[config.mk]
export PLATFORM = sky130hd
export DESIGN_NAME = rau_mul
export DESIGN_NICKNAME = d
export VERILOG_FILES = /design/src/rau_mul.sv
export SDC_FILE = /design/constraint.sdc
export NUM_CORES = 2
export LEC_CHECK = 0
export BUFFER_PORTS_ARGS = -buffer_cell sky130_fd_sc_hd__buf_2
export CAP_MARGIN = 20
export CORE_MARGIN = 2
export CORE_UTILIZATION = 60
export CTS_BUF_LIST = sky130_fd_sc_hd__clkbuf_8
export DETAILED_ROUTE_END_ITERATION = 6
export HOLD_SLACK_MARGIN = 0.03
export PLACE_DENSITY = 0.79
export SETUP_SLACK_MARGIN = 0.4
export SYNTH_ARGS = -nofsm -noshare
export SYNTH_HDL_FRONTEND = slang
export SYNTH_SLANG_ARGS = --single-unit
[constraint.sdc]
create_clock -name clk -period 14 [get_ports clk]
set_input_delay 2.8 -clock clk [delete_from_list [all_inputs] [get_ports clk]]
set_output_delay 2.8 -clock clk [all_outputs]
set_load 0.1 [all_outputs]
[src/rau_mul.sv]
// ----------------------------------------------------------------------------
// rau_mul: shared 32x32 unsigned multiplier
// Registered product; one product per cycle.
// ----------------------------------------------------------------------------
module rau_mul (
  input  logic        clk,
  input  logic [31:0] x,
  input  logic [31:0] y,
  output logic [63:0] p
);
  logic [63:0] p_r;
  always_ff @(posedge clk) begin
    p_r <= 64'(x) * 64'(y);
  end
  assign p = p_r;
endmodule

Yosys cells after proc, flatten, opt, wreduce, memory -nomap -nowiden
Cells that the tools add are included.
{"block": "totals", "register_bits": 64, "latchBits": 0, "output_inout_bits": 64, "rom_bits": 0, "ramBits": 0, "inputBits": 65, "mem_count": 0}
{"block": "classes", "n_lt_le_gt_ge": 0, "n_eq_ne": 0, "reduce_logical": 0, "n_mul": 1, "muxes": 0, "n_shift": 0, "n_bitwise": 0, "n_addsub": 0, "n_div": 0}
{"op": "$mul 32x32->64", "n": 1}

Depth between registers and ports, before layout
{"block": "depth", "depth_word": 1, "ltp_mapped": 29, "mapped_depth_nobuf": 27}

Worst setup path after synthesis
OpenSTA, ideal clock, no wires.
{"block": "synth_timing", "path_kind": "input -> register", "from": "input port x[25]", "to": "register p_r[62], in the netlist p[62]", "t_required_ns": 13.928, "slack_ns": 4.447, "arrival_time_ns": 9.481, "path_stages": 25, "cell_sequence": "clkbuf_1 > nand2_1 > fa_1 > inv_1 > fa_1 > inv_1 > fa_1 > inv_1 > fa_1 > fa_1 > fa_1 > fa_1 > inv_1 > fa_1 > inv_1 > ha_1 > buf_2 > nand4_1 > or4_1 > or3_1 > a31oi_1 > a31o_2 > a211oi_1 > o21ai_1 > xor2_1"}
{"block": "synth_via", "elab_chain_len": 1}
{"element": "start: declaration", "line": "7", "rtl": "input logic [31:0] x,"}
{"element": "$mul 32x32->64", "line": "13", "rtl": "p_r <= 64'(x) * 64'(y);"}
{"element": "end signal: assignment", "line": "13"}
{"element": "end: declaration", "line": "11", "rtl": "logic [63:0] p_r;"}
Every way passes these cells.

Final worst setup path
{"block": "layout_timing", "from": "input port y[9]", "to": "register p_r[62], in the netlist p[62]"}
{"block": "layout_via", "elab_chain_len": 1}
{"element": "start: declaration", "line": "8", "rtl": "input logic [31:0] y,"}
{"element": "$mul 32x32->64", "line": "13"}
Every way passes these cells.

==> metrics.md <==
| Metric | Value |
|---|---|
| Core footprint | between 0.05 and 0.06 mm^2 |
| DRT iter0 DRCs | 1655 |
| First-pass GRT wire length | between 100000 and 150000 um |
| Distinct cells, synth | 57 |
| Die area | between 0.05 and 0.06 mm^2 |
| Syn Area/Cell | 9.25 um^2 |
| Critical Path Start Type | input pin |
| CTS tree | built |
| Mapped Cells | 3748 |
| Main synth FF type | dfxtp_1 |
| TritonCTS buffer count | 9 |
| Max Freq | 0.0962 GHz |
| WS Path Type | in2reg |
| GRT Util Overall | 0.315 |
| Die X | ~240 um |
| Synth warnings | 0 |
| Post-synth top area share | 0.517 |
| GPL Wtd Cong | 0.939 |
| Max-cap violations | 0 |
| Number of synthesized flops with an enable pin | 0 |
| Hold_buf cts | 0 |
| DRC | 0 |
| Largest register FFs | 64 |
| Slew Limit Fails | 0 |
| Synth area leader | fa_1 |
| WP data arrival | 10.70 ns |
| Final min period | just over 10 ns |
| Number of port buffers | 128 |
| Sequential fraction of the synthesis area | 0.0369 |
| Hold Vio Cnt, Final | 0 |
| Post-CTS Resized | 0 |
| Area Overhead vs Synth | 2.79% |
| Post CTS Setup Buffer Count | 0 |
| Dpl hpwl | 70400 um |
| Total grt overflow | 0 |
| Slew headroom | 0.440 |
| Synth cell count leaders | 896 x fa_1, 865 x inv_1, 602 x and2_1 |
| Clk slew on worst S/H paths | around 0.09 ns |
| Outcome | finished, final reports clean |
| Row count | 88 |
| Share of cells above drive strength 1 | 0.0449 |
| Actual slew at the worst max-slew pin | 0.839 ns |
| CTS Root Cell | clkbuf_8 |
| Crit end category | flip-flop |
| Starting density of the core | 0.604 |
| Pre-antenna DRT Iters | 5 |
| Yosys reg bits | between 60 and 70 |
| Initial antenna violation count | 0 |
| CP required | 14.30 ns |
| Via Count | 25100 |
| Vias per inst | 5.65 |
| Worst-path fanout max | 32 |
| Setup TNS Final | 0 ns |
| Most common cell in the netlist | fa_1 |
| I/O Pins | 129 |
| CTS sink cnt | 64 |
| Die span in y | 244 um |
| Clock Tree Buf Depth | 2 |
| Final period util | 0.743 |
| Largest net degree at the start of global routing | 33 |
| Post-synth ARST share | 0 |
| Final setup viols | 0 |
| Net Count, Synth | 4972 |
| Max H-tree Level | 3 |
| Class of the worst hold path | in2reg |
| ANT cells | 0 |
| Largest cells by area after synthesis | fa_1 52%, and2_1 11%, ha_1 9.5%, inv_1 9.4%, nand2_1 5.2% |
| Post-DRT Antenna Nets | 0 |
| Synthesized area | 0.0347 mm^2 |
| # nets final | 4895 |
| Total Wirelength | 88700 um |
| Routed WL per cell | 20.0 um |
| RSZ-0062 raised after global routing | no |
| Number of global-route vias before repair | 28000 |
==> cell families after synthesis <==
family,count (synthesis),share of synthesized area
simple gates,1177,0.176
xor+xnor,60,0.0152
fa+ha+maj,1159,0.612
flops,64,0.0369
compound gates,202,0.0415
mux,1,0.000289
buf+inv,1085,0.118
==> routing by layer <==
metal | routed length (um) | part of all wire | global-route usage
met1 | 31600 | 0.36 | 0.378
met2 | 45300 | 0.51 | 0.551
met3 | 6290 | 0.071 | 0.0432
met4 | 5550 | 0.063 | 0.171
met5 | 0 | 0 | 0
==> critical path: stages <==
cell      delay (ns)
buf_2           0.57
and2_1          0.26
fa_1            0.46
fa_1            0.55
inv_1           0.05
fa_1            0.45
fa_1            0.54
inv_1           0.05
fa_1            0.60
fa_1            0.45
fa_1            0.49
inv_1           0.05
fa_1            0.50
inv_1           0.05
ha_1            0.42
nand4_1         0.24
or4_1           0.47
or3_1           0.36
a31oi_1         0.58
a31o_2          0.30
a211oi_1        0.10
o21ai_1         0.19
xor2_1          0.15
==> final timing paths <==
path  start       endpoint  slack, ns  cells after the start
max    y[9]  p[62]$_DFF_P_       3.60                     23
min    y[0]   p[0]$_DFF_P_       3.07                      2
==> per-stage QoR <==
stage               worst slack, ns  utilization  instances  hold WS, ns  area, um^2
floorplan                      4.45            -       3748         2.93       34700
global placement               3.55        0.618       4425         3.35       35500
detailed placement             3.45        0.618       4425         3.35       35500
CTS                            3.84        0.621       4441         3.04       35600
global route                   3.40        0.621       4441         3.08       35600
finish                         3.60        0.621       4441         3.07       35600
==> cell type report <==
class                   instances  area [um^2]
well taps                     765          957
repair buffers                132          671
flip-flops and latches         64         1280
multi-input cells            2599        29300
fillers                      4798        21700
clock buffers                   9          124
clock inverters                 7         47.5
inverters                     865         3250
==> cells in the final DEF, fill, tap and decap left out, types with 23 or more instances in the layout <==
cell type,n
fa_1,896
xor2_1,25
a21oi_1,63
inv_1,865
a21o_1,40
nand4_1,23
xnor2_1,35
ha_1,263
buf_2,128
nand2_1,480
and2_1,602
dfxtp_1,64
Power is left out: the tool's default activity adds up to more than one toggle a clock period on the data nets, which glitch-free logic cannot reach.
