## src/rau_div.sv

```systemverilog
// ----------------------------------------------------------------------------
// rau_div: shared 64-bit restoring divider
// One quotient bit a cycle; gives quotient and remainder after 64 steps.
// ----------------------------------------------------------------------------
module rau_div (
  input  logic        clk,
  input  logic        rst_n,
  input  logic        start,
  input  logic [63:0] dividend,
  input  logic [63:0] divisor,
  output logic        done,
  output logic [63:0] quot,
  output logic [63:0] rem
);
  logic [63:0] q_r, q_nxt, r_r, r_nxt, d_r, d_nxt;
  logic [6:0]  cnt_r, cnt_nxt;
  logic        busy_r, busy_nxt, done_r, done_nxt;
  logic [64:0] trial;

  // one shift-subtract step
  always_comb begin
    q_nxt = q_r; r_nxt = r_r; d_nxt = d_r;
    cnt_nxt = cnt_r; busy_nxt = busy_r; done_nxt = 1'b0;
    trial = {r_r, q_r[63]} - {1'b0, d_r};
    if (start) begin
      q_nxt = dividend; r_nxt = '0; d_nxt = divisor;
      cnt_nxt = 7'd64; busy_nxt = 1'b1;
    end else if (busy_r) begin
      if (!trial[64]) begin
        r_nxt = trial[63:0];
        q_nxt = {q_r[62:0], 1'b1};
      end else begin
        r_nxt = {r_r[62:0], q_r[63]};
        q_nxt = {q_r[62:0], 1'b0};
      end
      cnt_nxt = cnt_r - 7'd1;
      if (cnt_r == 7'd1) begin
        busy_nxt = 1'b0;
        done_nxt = 1'b1;
      end
    end
  end

  always_ff @(posedge clk) begin
    if (!rst_n) begin
      busy_r <= 1'b0;
      done_r <= 1'b0;
      cnt_r  <= '0;
    end else begin
      busy_r <= busy_nxt;
      done_r <= done_nxt;
      cnt_r  <= cnt_nxt;
    end
    q_r <= q_nxt;
    r_r <= r_nxt;
    d_r <= d_nxt;
  end

  assign done = done_r;
  assign quot = q_r;
  assign rem  = r_r;
endmodule

```

## config.mk

```make
export PLATFORM = sky130hd
export DESIGN_NAME = rau_div
export DESIGN_NICKNAME = d
export VERILOG_FILES = /design/src/rau_div.sv
export SDC_FILE = /design/constraint.sdc
export NUM_CORES = 1
export LEC_CHECK = 0
export ABC_AREA = 1
export BUFFER_PORTS_ARGS = -buffer_cell sky130_fd_sc_hd__buf_2
export CORE_MARGIN = 4
export CORE_UTILIZATION = 35
export DETAILED_ROUTE_END_ITERATION = 6
export PLACE_DENSITY = 0.57
export SYNTH_ARGS = -nofsm -noshare
export SYNTH_HDL_FRONTEND = slang
export SYNTH_SLANG_ARGS = --single-unit
```

## constraint.sdc

```tcl
create_clock -name clk -period 3.6 [get_ports clk]
set_input_delay 0.54 -clock clk [delete_from_list [all_inputs] [get_ports clk]]
set_output_delay 0.54 -clock clk [all_outputs]
set_load 0.05 [all_outputs]
```

# Yosys cells after proc, flatten, opt, wreduce, memory -nomap -nowiden
# Cells that the tools add are included.
[word_totals]
out_inout_bits = 129
ff_bits = 201
wordCells = 25
input_bits = 131
[classes]
n_eq_ne = 1
muxes = 10
n_reduce_logical = 3
n_bitwise = 2
n_addsub = 2
[ops]
columns = ["cell", "count"]
rows = [
  ["$mux W64", 3],
  ["$sub A65 B64 Y65", 1],
  ["$mux W7", 2],
  ["$eq A7 B1 Y1 const B", 1],
  ["$sub A7 B1 Y7 const B", 1],
  ["$mux W1", 5],
  ["$reduce_or A3 Y1", 1],
  ["$not A1 Y1", 2],
  ["$reduce_bool A2 Y1", 1],
  ["$reduce_or A2 Y1", 1],
]

# Depth between registers and ports, before layout
# Gate-level depths: netlist of run 1.
[depth]
ltp_word = 4
mapped_depth = 21
depth_no_buf = 19

# Worst setup path before layout of run 1
# Ideal clock, no wire load.
[synth_timing]
path_type = "reg-to-reg"
startpoint = "reg q_r[63], in the netlist quot[63]"
endpoint = "reg q_r[0], in the netlist quot[0] (data pin)"
slack_ns = 0.755
stages_incl_launch_ff = 20
setup_ns = 0.265
path_buffers = 2
synth_period_minus_slack_ns = 2.845
arrival_time_ns = 2.579
cell_sequence = "edfxtp_1 > inv_1 > ha_1 > fa_1 > inv_1 > nand2_1 > nand2_1 > nand3_1 > nand2_2 > nand2_1 > nand2_1 > nand2_2 > nand2_4 > nand2_4 > nand2_2 > nand2_1 > nand2_1 > buf_6 > buf_6 > o21ai_1"
[synth_via]
elab_chain_cells = 4
[synth_lines]
columns = ["item", "line_no", "source"]
rows = [
  ["start: declaration", "15", "logic [63:0] q_r, q_nxt, r_r, r_nxt, d_r, d_nxt;"],
  ["start signal: assignment", "54", "q_r <= q_nxt;"],
  ["$sub A65 B64 Y65", "24", "trial = {r_r, q_r[63]} - {1'b0, d_r};"],
  ["$mux W1", "29", "if (!trial[64]) begin"],
  ["$mux W64", "28", "end else if (busy_r) begin"],
  ["$mux W64", "25", "if (start) begin"],
  ["net q_nxt[0]", "15", ""],
]
# The timed path passes the listed nets, and every way through them passes these cells. The select of a mux whose other input is x is not followed.
# A chain may end at the register's enable or synchronous reset.

# Final worst setup path of run 1
[layout_timing]
startpoint = "reg q_r[63], in the netlist quot[63]"
endpoint = "reg r_r[29], in the netlist rem[29]"
[layout_via]
elab_chain_cells = 2
[layout_lines]
columns = ["item", "line_no", "source"]
rows = [
  ["$sub A65 B64 Y65", "24", ""],
  ["$mux W64", "29", ""],
  ["end signal: assignment", "55", "r_r <= r_nxt;"],
  ["end: declaration", "15", ""],
]
# Every way passes these cells.

==> results, run 1 <==
- The setup TNS is 0 ns.
- For this block, the initial DRC count from the detailed router was 852.
- Setup repair after global routing left no endpoint under its margin.
- The buffer levels on the longest clock path is 3.
- The setup violation total in the final timing report is 0.
- The number of detailed-routing iterations run before antenna repair is 5.
- STA classifies the critical path endpoint as a flip-flop.
- The leakage power total is 10.1 nW.
- The area growth from synthesis to layout is 18.5%.
- The worst hold path cell count is 1.
- After clock tree synthesis, the clock-pin slew on the worst setup and hold paths is 0.06 ns.
- The max-slew violation count came to 0.
- After legalization and detailed placement, the total HPWL measured 38.9 mm.
- The critical path class is reg -> reg.
- The flip-flop cell with the highest count after synthesis is sky130_fd_sc_hd__edfxtp_1.
- Timing would allow up to 329 MHz.
- In the finished design, the share of the clock period the worst path needs comes to 0.844.
- IR analysis of the VDD net gives a maximum drop of 368 uV.
- The detail route stage leaves a number of antenna-violating nets equal to 0.
- The pin count of the biggest net entering global routing is 66.
- The number of placed instances with taps included is 3065.
- The shortest clock period the worst path allows after layout is 3.04 ns.
- TritonCTS built the clock tree.
- Counting every instance in the synthesized netlist gives 2307.
- The aggregate routed wire length is 48.2 mm.
- The non-filler instance count after layout is 3112.
- Power spread over the standard cell area amounts to 365 nW/um^2.
- The highest signal layer in the routed design is met5.
- The number of rows created at floorplan is 74.
- The net count of the mapped netlist is 2505.
- After detailed routing, the met2 layer carries 21.2 mm of wire.
- Along the worst path, the maximum fanout reaches 59.
- The mean instance size in the synthesized netlist is 6.26 um^2.
- The post-synthesis instance area is 14500 um^2.
- CTS placed an instance of sky130_fd_sc_hd__clkbuf_16 at the clock tree root.
- In the final layout, the share of cells above drive strength 1 is 0.131.
- The register area share after synthesis is 0.367.
- The number of hold buffers added after CTS is 0.
- The measured slew at the worst slew-check pin is 0.811 ns.
- The end of the worst register-to-register path is rem[29]$_SDFFE_PP0P_.
- For this design, the sink count on the clock tree is 201.
- The number of flip-flops and latches in the synthesized netlist is 201.
- Counting distinct cell types in the post-synthesis netlist gives 36.
- The number of antenna violations at the first check in global routing is 5.
- The sink of the worst hold path is d_r[43]$_DFFE_PP_.
- Input and output buffers added on the ports amount to 259.
- In the layout the commonest cells are sky130_fd_sc_hd__nand2_1 (1095), sky130_fd_sc_hd__inv_1 (501), sky130_fd_sc_hd__buf_2 (258).
- CTS built an H-tree with a depth of 1.
- The area of the core is 40800 um^2.
- The routed layout has 14100 vias.
- Buffers inserted during clock tree synthesis total 25.
- The final-stage net count is 2758.
- The worst setup path is launched from a flip-flop.
- For the worst setup path, the data required time is 4.06 ns.
- In this run the tightest slew margin relative to its limit is 0.459.
- The die covers 44600 um^2.
- The post-route met1 wirelength is 21.8 mm.
- The yosys synthesis warning count is 0.
- The effective utilization at floorplan is 0.354.
- Counting cells, the worst reg-to-reg path comes to 19.
- Max-cap violations in this run came to 0.
- The worst register-to-register path begins at quot[63]$_DFFE_PP_.
- The worst hold path belongs to the class in -> reg.
- In this run the most critical hold path is launched from divisor[43].
- The most common cell after layout, fill and taps aside is sky130_fd_sc_hd__nand2_1.
- The die height is 211 um.
- The aggregate global routing overflow is 0.
- At the worst endpoint, the arrival time is 3.50 ns.
- The via density per instance is 4.52.
- The clock latency on the worst-skew pair is 0.58 ns.
- The slack of the worst reg-to-reg path is 0.56 ns.
- After detailed routing, the average wire length per cell comes to 15.5 um.
- Clock skew on the completed layout was measured at 0.0326 ns.
- The post-CTS setup-driven buffer insertion count is 0.
- The overall die width is 211 um.
- Post-CTS repair changed the size of 0 cells.
- The run finished with clean final reports.
- For this run, asynchronously set or reset flops after synthesis account for 0.
- Counting flops with a built-in enable in the synthesized netlist gives 128.
- The wire length of the first global-routing pass is 76.2 mm.
- The total met3 wirelength after detailed routing is 3.50 mm.
- The final number of hold-violating endpoints is 0.
- The number of design rule violations left after detail routing is 0.
- Across every metal layer, demand over resource in global routing totals 0.214.
- The number of global-route vias before repair is 14100.
- Routability-driven placement finished with a final weighted congestion of 0.976.
- The I/O pin total is 260.
[flip-flops by register name, summed over array words and instances, names as in the netlist]
name / cells
d_r: 64
quot: 64
cnt_r: 7
rem: 64
done: 1
busy_r: 1
[layer usage]
metal / vias up / GRT usage
li1: 7368 / -
met1: 6222 / 0.282
met2: 381 / 0.348
met3: 80 / 0.0530
met4: 8 / 0.0655
met5: - / 0
[per-stage QoR]
step	power [mW]	setup slack, ns	util	instance area, um^2	hold slack (ns)
floorplan	3.40	0.755	-	14500	0.445
global placement	3.73	0.648	0.399	16300	0.457
detailed placement	3.73	0.537	0.399	16300	0.467
CTS	6.35	0.523	0.419	17100	0.110
global route	6.55	0.230	0.419	17100	0.114
finish	6.25	0.560	0.419	17100	0.137
[cell type report]
class	count	area (um^2)
sequential	201	5310
clock buffer	40	762
antenna	1	2.50
multi-input combinational	1551	7010
timing repair buffer	267	1370
clock inverter	6	73.8
fill	4479	23700
inverter	514	1930
tap	532	666
[power by group]
| group | total [mW] | switching, mW | internal [mW] |
|---|---|---|---|
| Sequential | 2.69 | 0.0704 | 2.62 |
| Clock | 2.58 | 1.05 | 1.52 |
| Combinational | 0.982 | 0.719 | 0.263 |
| Total | 6.25 | 1.84 | 4.41 |
[synthesized netlist by cell type, types with 3 or more instances]
cell / n / area, um^2
sky130_fd_sc_hd__inv_1: 503 / 1890
sky130_fd_sc_hd__clkbuf_1: 21 / 78.8
sky130_fd_sc_hd__nor3_1: 16 / 80.1
sky130_fd_sc_hd__dfxtp_1: 73 / 1460
sky130_fd_sc_hd__clkinv_1: 6 / 22.5
sky130_fd_sc_hd__buf_2: 8 / 40.0
sky130_fd_sc_hd__a21oi_1: 51 / 255
sky130_fd_sc_hd__nor2_1: 111 / 417
sky130_fd_sc_hd__buf_1: 4 / 15.0
sky130_fd_sc_hd__inv_2: 5 / 18.8
sky130_fd_sc_hd__ha_1: 66 / 826
sky130_fd_sc_hd__nand2_1: 1096 / 4110
sky130_fd_sc_hd__o21ai_0: 7 / 35.0
sky130_fd_sc_hd__o21ai_1: 6 / 30.0
sky130_fd_sc_hd__o21bai_1: 3 / 22.5
sky130_fd_sc_hd__nand2_2: 7 / 43.8
sky130_fd_sc_hd__buf_6: 8 / 90.1
sky130_fd_sc_hd__nand3_1: 120 / 601
sky130_fd_sc_hd__nand3b_1: 8 / 60.1
sky130_fd_sc_hd__nand4_1: 8 / 50.1
sky130_fd_sc_hd__xnor2_1: 26 / 228
sky130_fd_sc_hd__nand2_4: 3 / 33.8
sky130_fd_sc_hd__xor2_1: 5 / 43.8
sky130_fd_sc_hd__nor2_2: 7 / 43.8
sky130_fd_sc_hd__edfxtp_1: 128 / 3840
[logic make-up after synthesis]
group / count (synthesis) / synth area share
flip-flops: 201 / 0.367
AO/OA/AOI/OAI: 70 / 0.0253
adder cells (fa/ha/maj): 67 / 0.0585
buffers and inverters: 555 / 0.149
AND/OR/NAND/NOR: 1383 / 0.381
XOR/XNOR: 31 / 0.0188
[worst max-delay path, stage by stage, from the launching register on]
cell,delay (ns)
sky130_fd_sc_hd__edfxtp_1,0.33
sky130_fd_sc_hd__inv_1,0.05
sky130_fd_sc_hd__ha_1,0.23
sky130_fd_sc_hd__fa_1,0.42
sky130_fd_sc_hd__inv_1,0.12
sky130_fd_sc_hd__nand2_1,0.05
sky130_fd_sc_hd__nand2_1,0.06
sky130_fd_sc_hd__nand3_1,0.08
sky130_fd_sc_hd__nand2_2,0.13
sky130_fd_sc_hd__nand2_1,0.06
sky130_fd_sc_hd__nand2_1,0.13
sky130_fd_sc_hd__nand2_2,0.08
sky130_fd_sc_hd__nand2_4,0.08
sky130_fd_sc_hd__nand2_4,0.06
sky130_fd_sc_hd__nand2_2,0.08
sky130_fd_sc_hd__nand2_2,0.10
sky130_fd_sc_hd__nand2_4,0.53
sky130_fd_sc_hd__nand2_1,0.14
sky130_fd_sc_hd__nand3_1,0.11
sky130_fd_sc_hd__nand2_1,0.06
[worst max-delay path by stage]
stage / endpoint / start / slack, ns
after CTS: rem[23]$_SDFFE_PP0P_ / quot[63]$_DFFE_PP_ / 0.52
after floorplan: quot[0]$_DFFE_PP_ / quot[63]$_DFFE_PP_ / 0.76
after global placement: rem[6]$_SDFFE_PP0P_ / quot[63]$_DFFE_PP_ / 0.65
after detailed placement: rem[23]$_SDFFE_PP0P_ / quot[63]$_DFFE_PP_ / 0.54
after global routing: rem[33]$_SDFFE_PP0P_ / quot[63]$_DFFE_PP_ / 0.23
final: rem[29]$_SDFFE_PP0P_ / quot[63]$_DFFE_PP_ / 0.56
Note: power is estimated with default switching activity, not from simulation.
==> inputs of run 2 (changes only) <==
--- a/config.mk
+++ b/config.mk
@@ -10,7 +10,7 @@
 export CORE_MARGIN = 4
 export CORE_UTILIZATION = 35
 export DETAILED_ROUTE_END_ITERATION = 6
-export PLACE_DENSITY = 0.57
+export PLACE_DENSITY = 0.59
 export SYNTH_ARGS = -nofsm -noshare
 export SYNTH_HDL_FRONTEND = slang
 export SYNTH_SLANG_ARGS = --single-unit
==> constraint.sdc (replaced) <==
create_clock -name clk -period 2.62 [get_ports clk]
set_input_delay 0.393 -clock clk [delete_from_list [all_inputs] [get_ports clk]]
set_output_delay 0.393 -clock clk [all_outputs]
set_load 0.05 [all_outputs]
==> run 2 against run 1 <==
  * Non-clock buffer count increased by 136
  * Global-route usage decreased by 0.23 points
  * Final area increased by 9.1%
  * Via count increased by 3.6%
  * Sequential share of layout area decreased by 2.6 points
  * First-iteration DRC count increased by 0.47%
  * Largest power group unchanged
==> results, run 2 (synthesis gave the netlist of run 1 again) <==
- The clock net sink count is 201.
- The overall die width is 211 um.
- Input and output buffers added on the ports amount to 259.
- The arrival time at the worst endpoint is 3.03 ns.
- The max-slew violation count came to 0.
- For this design the top-level I/O count stands at 260.
- Traced cell by cell, the critical path runs through inv_1, ha_1, nand2_1, nor2_1, nand2_1, nor4_4, nand2_4, nand2_4, nand2_4, nand2_8, clkbuf_16, nand2_1, nand3_1, nand2_1.
- In this run the worst hold path is classified as in -> reg.
- The number of placed instances with taps included is 3119.
- Detailed routing inserted a total of 14600 vias.
- The final number of hold-violating endpoints is 0.
- The run finished with clean final reports.
- The slack of the worst reg-to-reg path is 0.02 ns.
- In the global route stage, met3 resource usage came out at 0.0432.
- For this configuration, the core starts out at a cell density of 0.354.
- The met2 demand-to-capacity share in global routing is 0.348.
- In the routed design, unresolved DRC markers number 0.
- After floorplanning, the core was divided into 74 placement rows.
- The most used routing layer is met2.
- The largest fanout of any net on the critical path is 9.
- The capturing element of the worst setup path is rem[22]$_SDFFE_PP0P_.
- The largest clock skew in the final design is 0.0109 ns.
- The aggregate routed wire length is 50.6 mm.
- At the pin with the least slew margin, the transition time is 0.845 ns.
- For this design the static power due to leakage is 10.8 nW.
- The tightest slew margin relative to the limit is 0.437.
- After clock tree synthesis, the clock-pin slew on the worst setup and hold paths is 0.06 ns.
- The required time reported for the critical path endpoint is 3.06 ns.
- The first global-routing pass estimated 75.5 mm of wire.
- The library cell used most frequently in the layout, excluding fill and tap cells, is sky130_fd_sc_hd__nand2_1.
- The non-filler instance count after layout is 3245.
- The launching point of the worst reg2reg path is d_r[39]$_DFFE_PP_.
- The sequential cell area is 5310 um^2.
- In this run the remaining antenna-violating nets after routing total 0.
- The cell type with the highest occurrence count on the critical path is sky130_fd_sc_hd__nand2_1.
- The number of violations reported at the end of detailed-routing iteration 0 is 856.
- Routability-driven placement finished with a final weighted congestion of 0.981.
- The die height is 211 um.
- After detailed routing, the average wire length per cell comes to 15.6 um.
- Setup violations remaining at the end of the flow were counted as 0.
- The area taken by multi-input logic gates is 7200 um^2.
- Once placement finished, the instance area stood at 16800 um^2.
- The cell chosen for the clock root is sky130_fd_sc_hd__clkbuf_16.
- The area added between synthesis and finish is 29.3%.
- Counting the fill cells in the layout gives 4341.
- The clock period could shrink to 2.60 ns.
- The H-tree level count is 1.
- The critical path is of the reg -> reg type.
- The maximum operating frequency is 385 MHz.
- The pre-CTS setup slack is 0.0392 ns.
- The end of the worst register-to-register path is rem[22]$_SDFFE_PP0P_.
- The number of global-route vias before repair is 14000.
- Setup repair after global routing could not meet its margin everywhere.
- After routing the design area is 18700 um^2.
- STA classifies the critical path startpoint as a flip-flop.
- The number of antenna violations at the first check in global routing is 3.
- The aggregate global routing overflow is 0.
- The biggest cell delay along the critical path is 0.33 ns.
- In the layout the commonest cells are sky130_fd_sc_hd__nand2_1 (1065), sky130_fd_sc_hd__inv_1 (499), sky130_fd_sc_hd__buf_2 (258).
- For this design the ratio of total power to cell area is 451 nW/um^2.
- The worst setup path is captured at a flip-flop.
- For the final routed database, the setup TNS stands at 0 ns.
- The fraction of layout cells with a size suffix above 1 is 0.169.
- The pin count of the biggest net entering global routing is 113.
- The later pin in the worst-skew pair is clocked with a latency of 0.55 ns.
- The worst vdd rail ir drop is 511 uV.
- Detailed placement finished with a half-perimeter wire length of 39.0 mm.
- For this run, the total global-route usage over all layers was measured as 0.211.
- The via density per instance is 4.49.
- On the final layout, the worst hold slack is 0.0318 ns.
- The TritonCTS clock tree is built.
- The die covers 44600 um^2.
- The clock passes through at most 3 buffers.
- The tool flagged a number of max-cap violations equal to 0.
- The number of clock buffers added by TritonCTS is 24.
- Before antenna repair, the detailed router went through 5 iterations.
- The length in cells of the worst reg-to-reg path is 14.
- In the post-route analysis, the smallest setup slack over all paths is 0.0227 ns.
- In this run the worst setup path begins at d_r[39]$_DFFE_PP_.
- The cell with the largest stage delay on the worst path is sky130_fd_sc_hd__edfxtp_1.
- The area of the core is 40800 um^2.
- The final-stage net count is 2894.
- The met1 capacity usage during global routing is 0.284.
- The diode insertion count for antenna repair is 0.
- The share of the clock period used by the worst path after layout is 0.991.
run 2: layer usage:
layer	wire length, um	share of wire
met1	23300	0.46
met2	22700	0.45
met3	3080	0.061
met4	1560	0.031
met5	41	0.00081
run 2: power by group:
| part | switching (mW) | leakage (nW) | internal [mW] |
|---|---|---|---|
| Clock | 1.36 | 0.375 | 1.89 |
| Combinational | 1.01 | 8.58 | 0.462 |
| Sequential | 0.101 | 1.87 | 3.60 |
| Total | 2.47 | 10.8 | 5.96 |
run 2: final cells by class:
type                    count  share of cell area
clock inverters             8             0.00375
clock buffers              35              0.0381
inverters                 514               0.103
well taps                 532              0.0356
repair buffers            403               0.150
flip-flops and latches    201               0.284
multi-input cells        1552               0.386
run 2: worst max-delay path: cells and delay by family, from the launching register on:
kind                       cells  cell delay, ns
buffers and inverters          2            0.24
adders and majority gates      1            0.33
DFF                            1            0.33
and+or+nand+nor               11            1.59
run 2: timing repair:
action | 4_1_cts | 5_1_grt
resized for setup | 0 | 51
endpoints found under the setup margin | 0 | 65
endpoints found under the hold margin | 56 | 0
setup buffers | 0 | 15
hold buffers | 56 | 0
run 2: how the worst min path moves through the flow:
stage | start | endpoint | cells past startpoint
after floorplan | cnt_r[6]$_SDFFE_PN0P_ | cnt_r[6]$_SDFFE_PN0P_ | 2
after global placement | cnt_r[6]$_SDFFE_PN0P_ | cnt_r[6]$_SDFFE_PN0P_ | 2
after detailed placement | cnt_r[6]$_SDFFE_PN0P_ | cnt_r[6]$_SDFFE_PN0P_ | 2
after CTS | divisor[23] | d_r[23]$_DFFE_PP_ | 1
after global routing | divisor[23] | d_r[23]$_DFFE_PP_ | 1
final | divisor[23] | d_r[23]$_DFFE_PP_ | 1
run 2: metrics by stage:
| stage | utilization | power (mW) |
|---|---|---|
| after detailed placement | 0.411 | 5.16 |
| after CTS | 0.444 | 8.56 |
| final | 0.457 | 8.43 |
| after global placement | 0.411 | 5.15 |
| after global routing | 0.457 | 8.85 |
| after floorplan | - | 4.68 |
